**src/rtl/core/ctwa_pkg.sv**
```systemverilog
`timescale 1ns / 1ps
// ---------------------------------------------------------------------------
// ctwa_pkg: shared types and constants of the peer table with aging
// Holds the operation codes, register indexes, entry layout and the
// command and status bundles between controller and datapath.
// ---------------------------------------------------------------------------
package ctwa_pkg;

   // Field widths of one request and one table entry.
   localparam int OP_W    = 2;
   localparam int ADDR_W  = 32;
   localparam int PORT_W  = 16;
   localparam int SEQ_W   = 32;
   localparam int STAMP_W = 32;
   localparam int SEL_W   = 9;
   localparam int SLOT_W  = 9;

   // Configuration registers.
   localparam int EIU_W   = 10;
   localparam int AGE_W   = 16;
   localparam int CSR_IDX_W  = 1;
   localparam int CSR_DATA_W = 16;

   localparam logic [CSR_IDX_W-1:0] CSR_ENTRIES_IN_USE = 1'b0;
   localparam logic [CSR_IDX_W-1:0] CSR_AGE_LIMIT      = 1'b1;

   localparam logic [EIU_W-1:0] EIU_RESET       = 10'd512;
   localparam logic [AGE_W-1:0] AGE_LIMIT_RESET = 16'd120;

   // Operation codes carried in the request's tuser.
   typedef enum logic [OP_W-1:0] {
      OP_LOOKUP = 2'd0,
      OP_ADD    = 2'd1,
      OP_UPDATE = 2'd2,
      OP_REAP   = 2'd3
   } ctwa_op_type;

   // One table entry as stored in the RAM.
   typedef struct packed {
      logic [STAMP_W-1:0] stamp;
      logic [SEQ_W-1:0]   seq;
      logic [PORT_W-1:0]  port;
      logic [ADDR_W-1:0]  addr;
   } ctwa_entry_type;

   localparam int ENTRY_W = $bits(ctwa_entry_type);

   // Commands from the controller to the datapath.
   typedef struct packed {
      logic clear_en;   // write one zero entry of the clearing pass
      logic load;       // capture a request beat and restart the scan
      logic scan_en;    // keep the table scan running
      logic upd_wr;     // write the captured entry at the selected slot
      logic out_load;   // move the result into the output register
   } ctwa_cmd_type;

   // Status from the datapath to the controller.
   typedef struct packed {
      logic clear_last; // the clearing pass writes its last entry
      logic scan_done;  // scan found its slot or ran past the scan length
   } ctwa_sts_type;

endpackage

```
**src/rtl/core/ctwa_ctrl.sv**
```systemverilog
`timescale 1ns / 1ps
// ---------------------------------------------------------------------------
// ctwa_ctrl: sequencing controller of the peer table
// Runs the clearing pass after reset, takes one request beat at a time,
// steers the scan or the update write and hands the result to the output.
// ---------------------------------------------------------------------------
module ctwa_ctrl (
   input  logic                  clock,
   input  logic                  reset,
   input  logic                  req_tvalid,
   output logic                  req_tready,
   input  logic [ctwa_pkg::OP_W-1:0] req_op,
   output logic                  rsp_tvalid,
   input  logic                  rsp_tready,
   output ctwa_pkg::ctwa_cmd_type cmd,
   input  ctwa_pkg::ctwa_sts_type sts
);
   import ctwa_pkg::*;

   typedef enum logic [2:0] {
      ST_CLEAR,
      ST_IDLE,
      ST_SCAN,
      ST_UPDATE,
      ST_RESULT
   } state_type;

   state_type state_ff, state_in;
   logic      rsp_valid_ff, rsp_valid_in;

   assign req_tready = (state_ff == ST_IDLE);
   assign rsp_tvalid = rsp_valid_ff;

   // Next state and commands.
   always_comb begin
      state_in = state_ff;
      cmd      = '0;
      unique case (state_ff)
         ST_CLEAR: begin
            cmd.clear_en = 1'b1;
            if (sts.clear_last) begin
               state_in = ST_IDLE;
            end
         end
         ST_IDLE: begin
            if (req_tvalid) begin
               cmd.load = 1'b1;
               state_in = (ctwa_op_type'(req_op) == OP_UPDATE) ? ST_UPDATE : ST_SCAN;
            end
         end
         ST_SCAN: begin
            cmd.scan_en = 1'b1;
            if (sts.scan_done) begin
               state_in = ST_RESULT;
            end
         end
         ST_UPDATE: begin
            cmd.upd_wr = 1'b1;
            state_in   = ST_RESULT;
         end
         ST_RESULT: begin
            // The output register takes the result once it is empty or drained.
            if (!rsp_valid_ff || rsp_tready) begin
               cmd.out_load = 1'b1;
               state_in     = ST_IDLE;
            end
         end
         default: begin
            state_in = ST_IDLE;
         end
      endcase
   end

   // Output beat is held until the receiver takes it.
   always_comb begin
      rsp_valid_in = cmd.out_load | (rsp_valid_ff & ~rsp_tready);
   end

   // State and registered output valid.
   always_ff @(posedge clock) begin
      if (reset) begin
         state_ff     <= ST_CLEAR;
         rsp_valid_ff <= 1'b0;
      end else begin
         state_ff     <= state_in;
         rsp_valid_ff <= rsp_valid_in;
      end
   end

endmodule

```
**config.mk**
```make
export PLATFORM = sky130hd
export DESIGN_NAME = ctwa_ctrl
export DESIGN_NICKNAME = d
export VERILOG_FILES = /design/src/rtl/core/ctwa_pkg.sv /design/src/rtl/core/ctwa_ctrl.sv
export SDC_FILE = /design/constraint.sdc
export NUM_CORES = 1
export LEC_CHECK = 0
export ABC_CLOCK_PERIOD_IN_PS = 1900
export BUFFER_PORTS_ARGS = -buffer_cell sky130_fd_sc_hd__buf_2
export CAP_MARGIN = 30
export CORE_AREA = 5 5 42 44
export DETAILED_ROUTE_END_ITERATION = 16
export DIE_AREA = 0 0 47 49
export PLACE_DENSITY_LB_ADDON = 0.05
export SYNTH_ARGS = -nofsm -noshare
export SYNTH_HDL_FRONTEND = slang
export SYNTH_SLANG_ARGS = --single-unit
```
**constraint.sdc**
```tcl
create_clock -name clock -period 1.9 [get_ports clock]
set_clock_uncertainty 0.15 [all_clocks]
set_input_delay 0.19 -clock clock [delete_from_list [all_inputs] [get_ports clock]]
set_output_delay 0.19 -clock clock [all_outputs]
set_load 0.01 [all_outputs]
```
==> results of run 1 <==
[flip-flops by register name, summed over array words and instances (netlist names)]
| name | flops |
|---|---|
| rsp_tvalid | 1 |
| state_ff | 3 |
[cell usage in the layout (no fill, tap or decap)]
cell type | netlist | layout
nor2_1 | 3 | 3
nor3b_1 | 1 | 1
and2_1 | 1 | 1
and3_1 | 1 | 1
nand2_1 | 1 | 1
o32a_1 | 1 | 1
a211oi_1 | 1 | 1
nor3_1 | 3 | 3
nor2b_1 | 2 | 2
and3_2 | 1 | 1
buf_2 | 0 | 14
clkbuf_4 | 0 | 3
inv_1 | 2 | 2
nand2b_1 | 1 | 1
o221ai_1 | 1 | 1
a31oi_1 | 1 | 1
dfxtp_1 | 4 | 4
a21oi_1 | 1 | 1
or3b_4 | 1 | 1
[per-stage QoR]
stage	utilization (%)	power [mW]	cells	cell area, µm²
floorplan	-	0.1208	27	224.0
global placement	21.61	0.1386	56	302.8
detailed placement	21.61	0.1369	56	302.8
CTS	23.21	0.2506	59	325.3
global route	23.21	0.2679	59	325.3
finish	23.21	0.2449	59	325.3
[layer usage]
metal,up-vias,track usage (%)
li1,130,-
met1,99,7.221
met2,10,9.050
met3,2,5.166
met4,0,5.530
met5,-,0
[power by group]
part           internal (mW)  total, mW  switching, mW
combinational         0.0209     0.0395         0.0185
sequential            0.0884     0.0954        0.00698
clock                 0.0710      0.110         0.0391
total                  0.180      0.245         0.0646
[final timing paths]
check	start	endpoint	slack (ns)	cells past startpoint
hold reg to reg	rsp_tvalid$_SDFF_PP0_	rsp_tvalid$_SDFF_PP0_	0.39	2
hold / removal	reset	state_ff[2]$_SDFFE_PP0P_	0.005	2
setup / recovery	state_ff[2]$_SDFFE_PP0P_	cmd[0]	0.24	3
setup reg to reg	state_ff[2]$_SDFFE_PP0P_	state_ff[2]$_SDFFE_PP0P_	0.60	3
[cell families after synthesis]
| kind of cell | after synthesis |
|---|---|
| buffers and inverters | 3 |
| DFF | 4 |
| AOI/OAI and AO/OA | 5 |
| and+or+nand+nor | 15 |
[cell type report]
type | instances | share of cell area [%]
clock buffer | 3 | 6.923
inverter | 2 | 2.308
tap | 16 | 6.154
timing repair buffer | 14 | 21.54
multi-input combinational | 20 | 38.46
sequential | 4 | 24.62
==> flow_summary.ini, run 1 <==
[status]
status = completed

[drt]
drt-total-wl_um = 634
dr_wl_met3_um = 73
wl_met2_um = 299
antenna_left = 0
via_count = 241
drc = 0
drtIter0Drc = 1
post_drt_via_cell_ratio = 4.085
detail_route.wl_per_cell_um = 10.75
top_layer = met4
wl_met1_um = 252
dr.pass1.iters = 2

[global_routing]
antenna_found_initial = 0
grt_pass1_vias = 262
grt_max_degree = 11
track_usage_pct = 6.962
grt_overflow_total = 0
grt_pass1_wl_um = 1069

[synth]
synth_commonest_cells = 4 x dfxtp_1, 3 x nor2_1, 3 x nor3_1
avgSynthCellArea_um2 = 8.295
yosysUniqueCellTypes = 18
synth_fp_nets = 35
synthAdderAreaFrac_pct = 0
synth-edff-count = 0
ys_async_sr_fraction_pct = 0
synth-main-ff-cell = dfxtp_1
synth_warnings = 0
ys_seq_area_share_pct = 35.75
synth_top_family_by_area = simple AND/OR/NAND/NOR gates
synth-compound-area-share_pct = 16.76
yosys.area_share.simple_pct = 39.11
yosys.area.top_type = dfxtp_1
synth_cells = 27
synth_area_leaders = dfxtp_1 36%, nor3_1 6.7%, nor2b_1 5.6%
synth.most_common_cell = dfxtp_1
synthMuxAreaShare_pct = 0
yosysTopAreaCellShare_pct = 35.75
synth_area_um2 = 224.0
synth-seq-cells = 4
synth_xor_area_share_pct = 0

[placed_design]
place.gp.congestion = 0.6506
place_ws_ns = 0.5024
portBuffers = 14
dp_hpwl_um = 526.4

[power_and_ir_drop]
power_density_nw_per_um2 = 752.8
ir_drop_mv = 0.2212
cellLeakagePower_nw = 0.1514

[timing]
relSlewSlack_pct = 80.74
worst_hold_slack_ns = 0.005092
slew_viol_final = 0
max_freq_mhz = 604.1
hold_viol = 0
timing.final.crit_share_pct = 87.12
tns_ns = 0
final.setup.worst_slack_ns = 0.2447
finalSetupViolCount = 0
rsz0062_at_grt = no
tightest_slew_ns = 0.2885
min_period_ns = 1.655

[clock_network]
htree_num_levels = 1
cts_resized = 0
numCtsBuffers = 3
holdBufCountCts = 0
cts_tree = yes
clkLatencyLatePin_ns = 0.24
clkSinkCount = 4
cts_root_buf = clkbuf_4
cts.clk_slew.worst_paths_ns = 0.04
cts.path.max_buffers = 2
cts_setup_buffers = 0

[critical_path]
cp.arrival_ns = 1.32
crit_path_end_kind = output port
cp.required_ns = 1.56
crit_type = reg2out
slowest_stage = or3b_4
cp_top_family = simple AND/OR/NAND/NOR gates
critical_path.max_fanout = 6
slowest_delay_ns = 0.42
worst_setup_path_start_kind = flip-flop
critical_path.cell_chain = or3b_4 -> nor2b_1 -> buf_2
cp.buffers_inverters = 1

[floorplanning]
initial_utilization_pct = 15.98
core_area_um2 = 1401
die-area_um2 = 2303
io_pins = 15
die_w_um = 47
rows = 14
die_h_um = 49

[worst_hold_path]
min_path_type = in2reg

[final_layout]
n_antenna_cell = 0
n_fill_cell = 176
area_growth_pct = 45.25
regArea_um2 = 80.08
final_nets = 53
drive_gt1_share_pct = 44.19
multi_input_area_um2 = 125.1

[job]
max_cap_viol_count = 0
Power figures use the tool's default switching activity.
==> run 2, diff against run 1 <==
Settings changed: MAX_ROUTING_LAYER set to met4.
==> flow_summary.ini, run 2 (same netlist as run 1, synthesis figures left out) <==
[drt]
drtIter0Drc = 1
drc = 0
dr.pass1.iters = 2
post_drt_via_cell_ratio = 4.119
antenna_left = 0
via_count = 243
detail_route.wl_per_cell_um = 10.86
drt-total-wl_um = 641

[floorplanning]
io_pins = 15
die_h_um = 49
rows = 14
initial_utilization_pct = 15.98
die-area_um2 = 2303
core_area_um2 = 1401
die_w_um = 47

[final_layout]
top_register = state_ff
most-common-layout-cells = 14 x buf_2, 4 x dfxtp_1, 3 x nor3_1, 3 x nor2_1, 3 x clkbuf_4
area_growth_pct = 45.25
drive_gt1_share_pct = 44.19
final_util_pct = 23.21
layout.cells.most_common = buf_2
design_area_um2 = 325.3
largest_register_ffs = 3
final_nets = 53
n_antenna_cell = 0
n_fill_cell = 176

[critical_path]
cp.required_ns = 1.56
reg2reg_depth = 3
crit_type = reg2out
rrSetupSlack_ns = 0.60
reg2reg_to = state_ff[2]$_SDFFE_PP0P_
worst_setup_path_start_kind = flip-flop
crit_path_end_kind = output port
r2r_start = state_ff[2]$_SDFFE_PP0P_
cp.arrival_ns = 1.31
critical_path.max_fanout = 6

[global_routing]
grt_max_degree = 11
grt_pass1_wl_um = 1069
track_usage_pct = 7.138
antenna_found_initial = 0
grt_overflow_total = 0
grt_pass1_vias = 263

[status]
status = completed

[worst_hold_path]
hold_depth = 2
min_to = state_ff[2]$_SDFFE_PP0P_
hold_start = reset
min_path_type = in2reg

[timing]
rsz0062_at_grt = no
slew_viol_final = 0
timing.final.crit_share_pct = 86.98
tightest_slew_ns = 0.2901
max_freq_mhz = 605.1
hold_viol = 0
min_period_ns = 1.653
relSlewSlack_pct = 80.63
finalSetupViolCount = 0
tns_ns = 0

[clock_network]
numCtsBuffers = 3
holdBufCountCts = 0
cts_resized = 0
cts_tree = yes
cts_setup_buffers = 0
cts.clk_slew.worst_paths_ns = 0.04
clkLatencyLatePin_ns = 0.24
cts.path.max_buffers = 2
cts_root_buf = clkbuf_4
htree_num_levels = 1
clkSinkCount = 4

[placed_design]
place.gp.congestion = 0.6564
portBuffers = 14
place_area_um2 = 302.8
dp_hpwl_um = 526.4

[job]
max_cap_viol_count = 0

[power_and_ir_drop]
cellLeakagePower_nw = 0.1514
ir_drop_mv = 0.2211
power_density_nw_per_um2 = 751.4
## run 2: area by class of cell
| class | instances | area [µm²] | area share, % |
|---|---|---|---|
| Clock buffer | 3 | 22.52 | 6.923 |
| Inverter | 2 | 7.507 | 2.308 |
| Multi-Input combinational cell | 20 | 125.1 | 38.46 |
| Sequential cell | 4 | 80.08 | 24.62 |
| Tap cell | 16 | 20.02 | 6.154 |
| Timing Repair Buffer | 14 | 70.07 | 21.54 |
## run 2: worst max-delay path by stage
| stage | from | end | slack, ns | cells past startpoint |
|---|---|---|---|---|
| floorplan | state_ff[0]$_SDFFE_PP0P_ | cmd[0] | 0.55 | 3 |
| CTS | state_ff[2]$_SDFFE_PP0P_ | cmd[0] | 0.24 | 3 |
| detailed placement | state_ff[2]$_SDFFE_PP0P_ | cmd[0] | 0.50 | 3 |
| global placement | state_ff[0]$_SDFFE_PP0P_ | cmd[0] | 0.49 | 3 |
| finish | state_ff[2]$_SDFFE_PP0P_ | cmd[0] | 0.25 | 3 |
| global route | state_ff[0]$_SDFFE_PP0P_ | cmd[0] | 0.16 | 3 |
## run 2: power breakdown
part | switching (mW) | internal, mW
Combinational | 0.0185 | 0.0209
Clock | 0.0387 | 0.0709
Sequential | 0.00698 | 0.0884
## run 2: critical path: stages (launching register included)
cell     delay, ns
dfxtp_1       0.41
or3b_4        0.42
nor2b_1       0.10
buf_2         0.13
## run 2: metal layers
metal	global-route usage, %	vias up	share of wire (%)
met4	5.530	0	1.4
met1	7.221	102	41
li1	-	129	-
met5	-	-	0
met3	5.166	2	11
met2	9.050	10	46
## run 2: through the flow
stage	cells	power, mW	hold WS [ns]	setup WS, ns
3_5_place_dp	56	0.1369	0.2618	0.5024
5_1_grt	59	0.2679	0.01102	0.1619
2_1_floorplan	27	0.1208	0.1091	0.5510
3_3_place_gp	56	0.1386	0.2663	0.4921
4_1_cts	59	0.2506	0.007934	0.2385
6_report	59	0.2444	0.006667	0.2473
==> run 3, diff against run 2 <==
Settings changed: CORE_AREA 5 5 42 44 to 10 10 47 49, DIE_AREA 0 0 47 49 to 0 0 57 59, PLACE_DENSITY_LB_ADDON 0.05 to unset.
==> flow_summary.ini, run 3 (same netlist as run 1, synthesis figures left out) <==
[status]
status = completed

[critical_path]
slowest_stage = or3b_4
path_depth = 3
cp.buffers_inverters = 1
cp_top_family = simple AND/OR/NAND/NOR gates
critical_path.cell_chain = or3b_4 -> nor2b_1 -> buf_2
cp.arrival_ns = 1.30
critical_path.max_fanout = 10
crit_type = reg2out
rrSetupSlack_ns = 0.61
r2r_start = state_ff[0]$_SDFFE_PP0P_
reg2reg_depth = 3
reg2reg_to = state_ff[2]$_SDFFE_PP0P_
crit_end = cmd[0]
cp.required_ns = 1.56
slowest_delay_ns = 0.44
cp-startpoint = state_ff[0]$_SDFFE_PP0P_
worst_setup_path_start_kind = flip-flop
crit_path_end_kind = output port

[timing]
finalSetupViolCount = 0
min_period_ns = 1.638
worst_hold_slack_ns = 0.01035
hold_viol = 0
slew_viol_final = 0
relSlewSlack_pct = 81.04
tightest_slew_ns = 0.2841
tns_ns = 0
timing.final.crit_share_pct = 86.23
max_freq_mhz = 610.4
rsz0062_at_grt = no
final.setup.worst_slack_ns = 0.2617

[floorplanning]
core_area_um2 = 1401
die-area_um2 = 3363
die_w_um = 57
die_h_um = 59
initial_utilization_pct = 15.98
io_pins = 15
rows = 14

[final_layout]
n_antenna_cell = 0
layout.cells.most_common = buf_2
finalNonFillerCells = 59
largest_register_ffs = 3
drive_gt1_share_pct = 44.19
most-common-layout-cells = 14 x buf_2, 4 x dfxtp_1, 3 x nor3_1, 3 x nor2_1, 3 x clkbuf_4
final_nets = 53
final_util_pct = 23.21
design_area_um2 = 325.3
area_growth_pct = 45.25
top_register = state_ff

[global_routing]
grt_pass1_vias = 223
grt_max_degree = 11
track_usage_pct = 3.950
antenna_found_initial = 0
grt_pass1_wl_um = 986
grt_overflow_total = 0

[placed_design]
portBuffers = 14
place_area_um2 = 302.8
place.gp.congestion = 0.7167
place_inst = 56
place_ws_ns = 0.5004

[clock_network]
cts_resized = 0
cts.clk_slew.worst_paths_ns = 0.04
cts.path.max_buffers = 2
htree_num_levels = 1
holdBufCountCts = 0
cts_root_buf = clkbuf_4
cts_setup_buffers = 0
numCtsBuffers = 3
clkLatencyLatePin_ns = 0.23
cts_tree = yes
clkSinkCount = 4

[drt]
drtIter0Drc = 2
post_drt_via_cell_ratio = 4.119
detail_route.wl_per_cell_um = 11.25
antenna_left = 0
dr.pass1.iters = 2
drt-total-wl_um = 664
via_count = 243
drc = 0

[power_and_ir_drop]
power_density_nw_per_um2 = 738.5
power_mw = 0.2402
cellLeakagePower_nw = 0.1514
ir_drop_mv = 0.3066

[job]
max_cap_viol_count = 0

[worst_hold_path]
min_path_type = in2reg
==> run 3: area by class of cell <==
| cell class | count | area [µm²] |
|---|---|---|
| Fill cell | 169 | 1076 |
| Multi-Input combinational cell | 20 | 125.1 |
| Timing Repair Buffer | 14 | 70.07 |
| Tap cell | 16 | 20.02 |
| Sequential cell | 4 | 80.08 |
| Inverter | 2 | 7.507 |
| Clock buffer | 3 | 22.52 |
==> run 3: how the worst min path moves through the flow <==
stage / from / end / slack, ns / cells past startpoint
5_1_grt: reset / rsp_tvalid$_SDFF_PP0_ / 0.02 / 2
3_5_place_dp: reset / rsp_tvalid$_SDFF_PP0_ / 0.26 / 2
6_report: reset / state_ff[2]$_SDFFE_PP0P_ / 0.01 / 2
2_1_floorplan: reset / rsp_tvalid$_SDFF_PP0_ / 0.11 / 1
3_3_place_gp: reset / state_ff[2]$_SDFFE_PP0P_ / 0.26 / 2
4_1_cts: reset / rsp_tvalid$_SDFF_PP0_ / 0.007 / 2
==> run 3: metal layers <==
layer  part of all wire (%)  wire length (µm)  global-route usage [%]
met4                      0                 0                   1.007
met1                     51               340                   4.502
met2                     43               286                   4.961
met5                      0                 0                       -
met3                    5.6                37                   3.433
==> run 3: power breakdown <==
part	leakage (nW)	switching [mW]	internal (mW)
clock network	0.0138	0.0341	0.0706
logic	0.105	0.0193	0.0210
registers	0.0326	0.00681	0.0885
total	0.151	0.0602	0.180
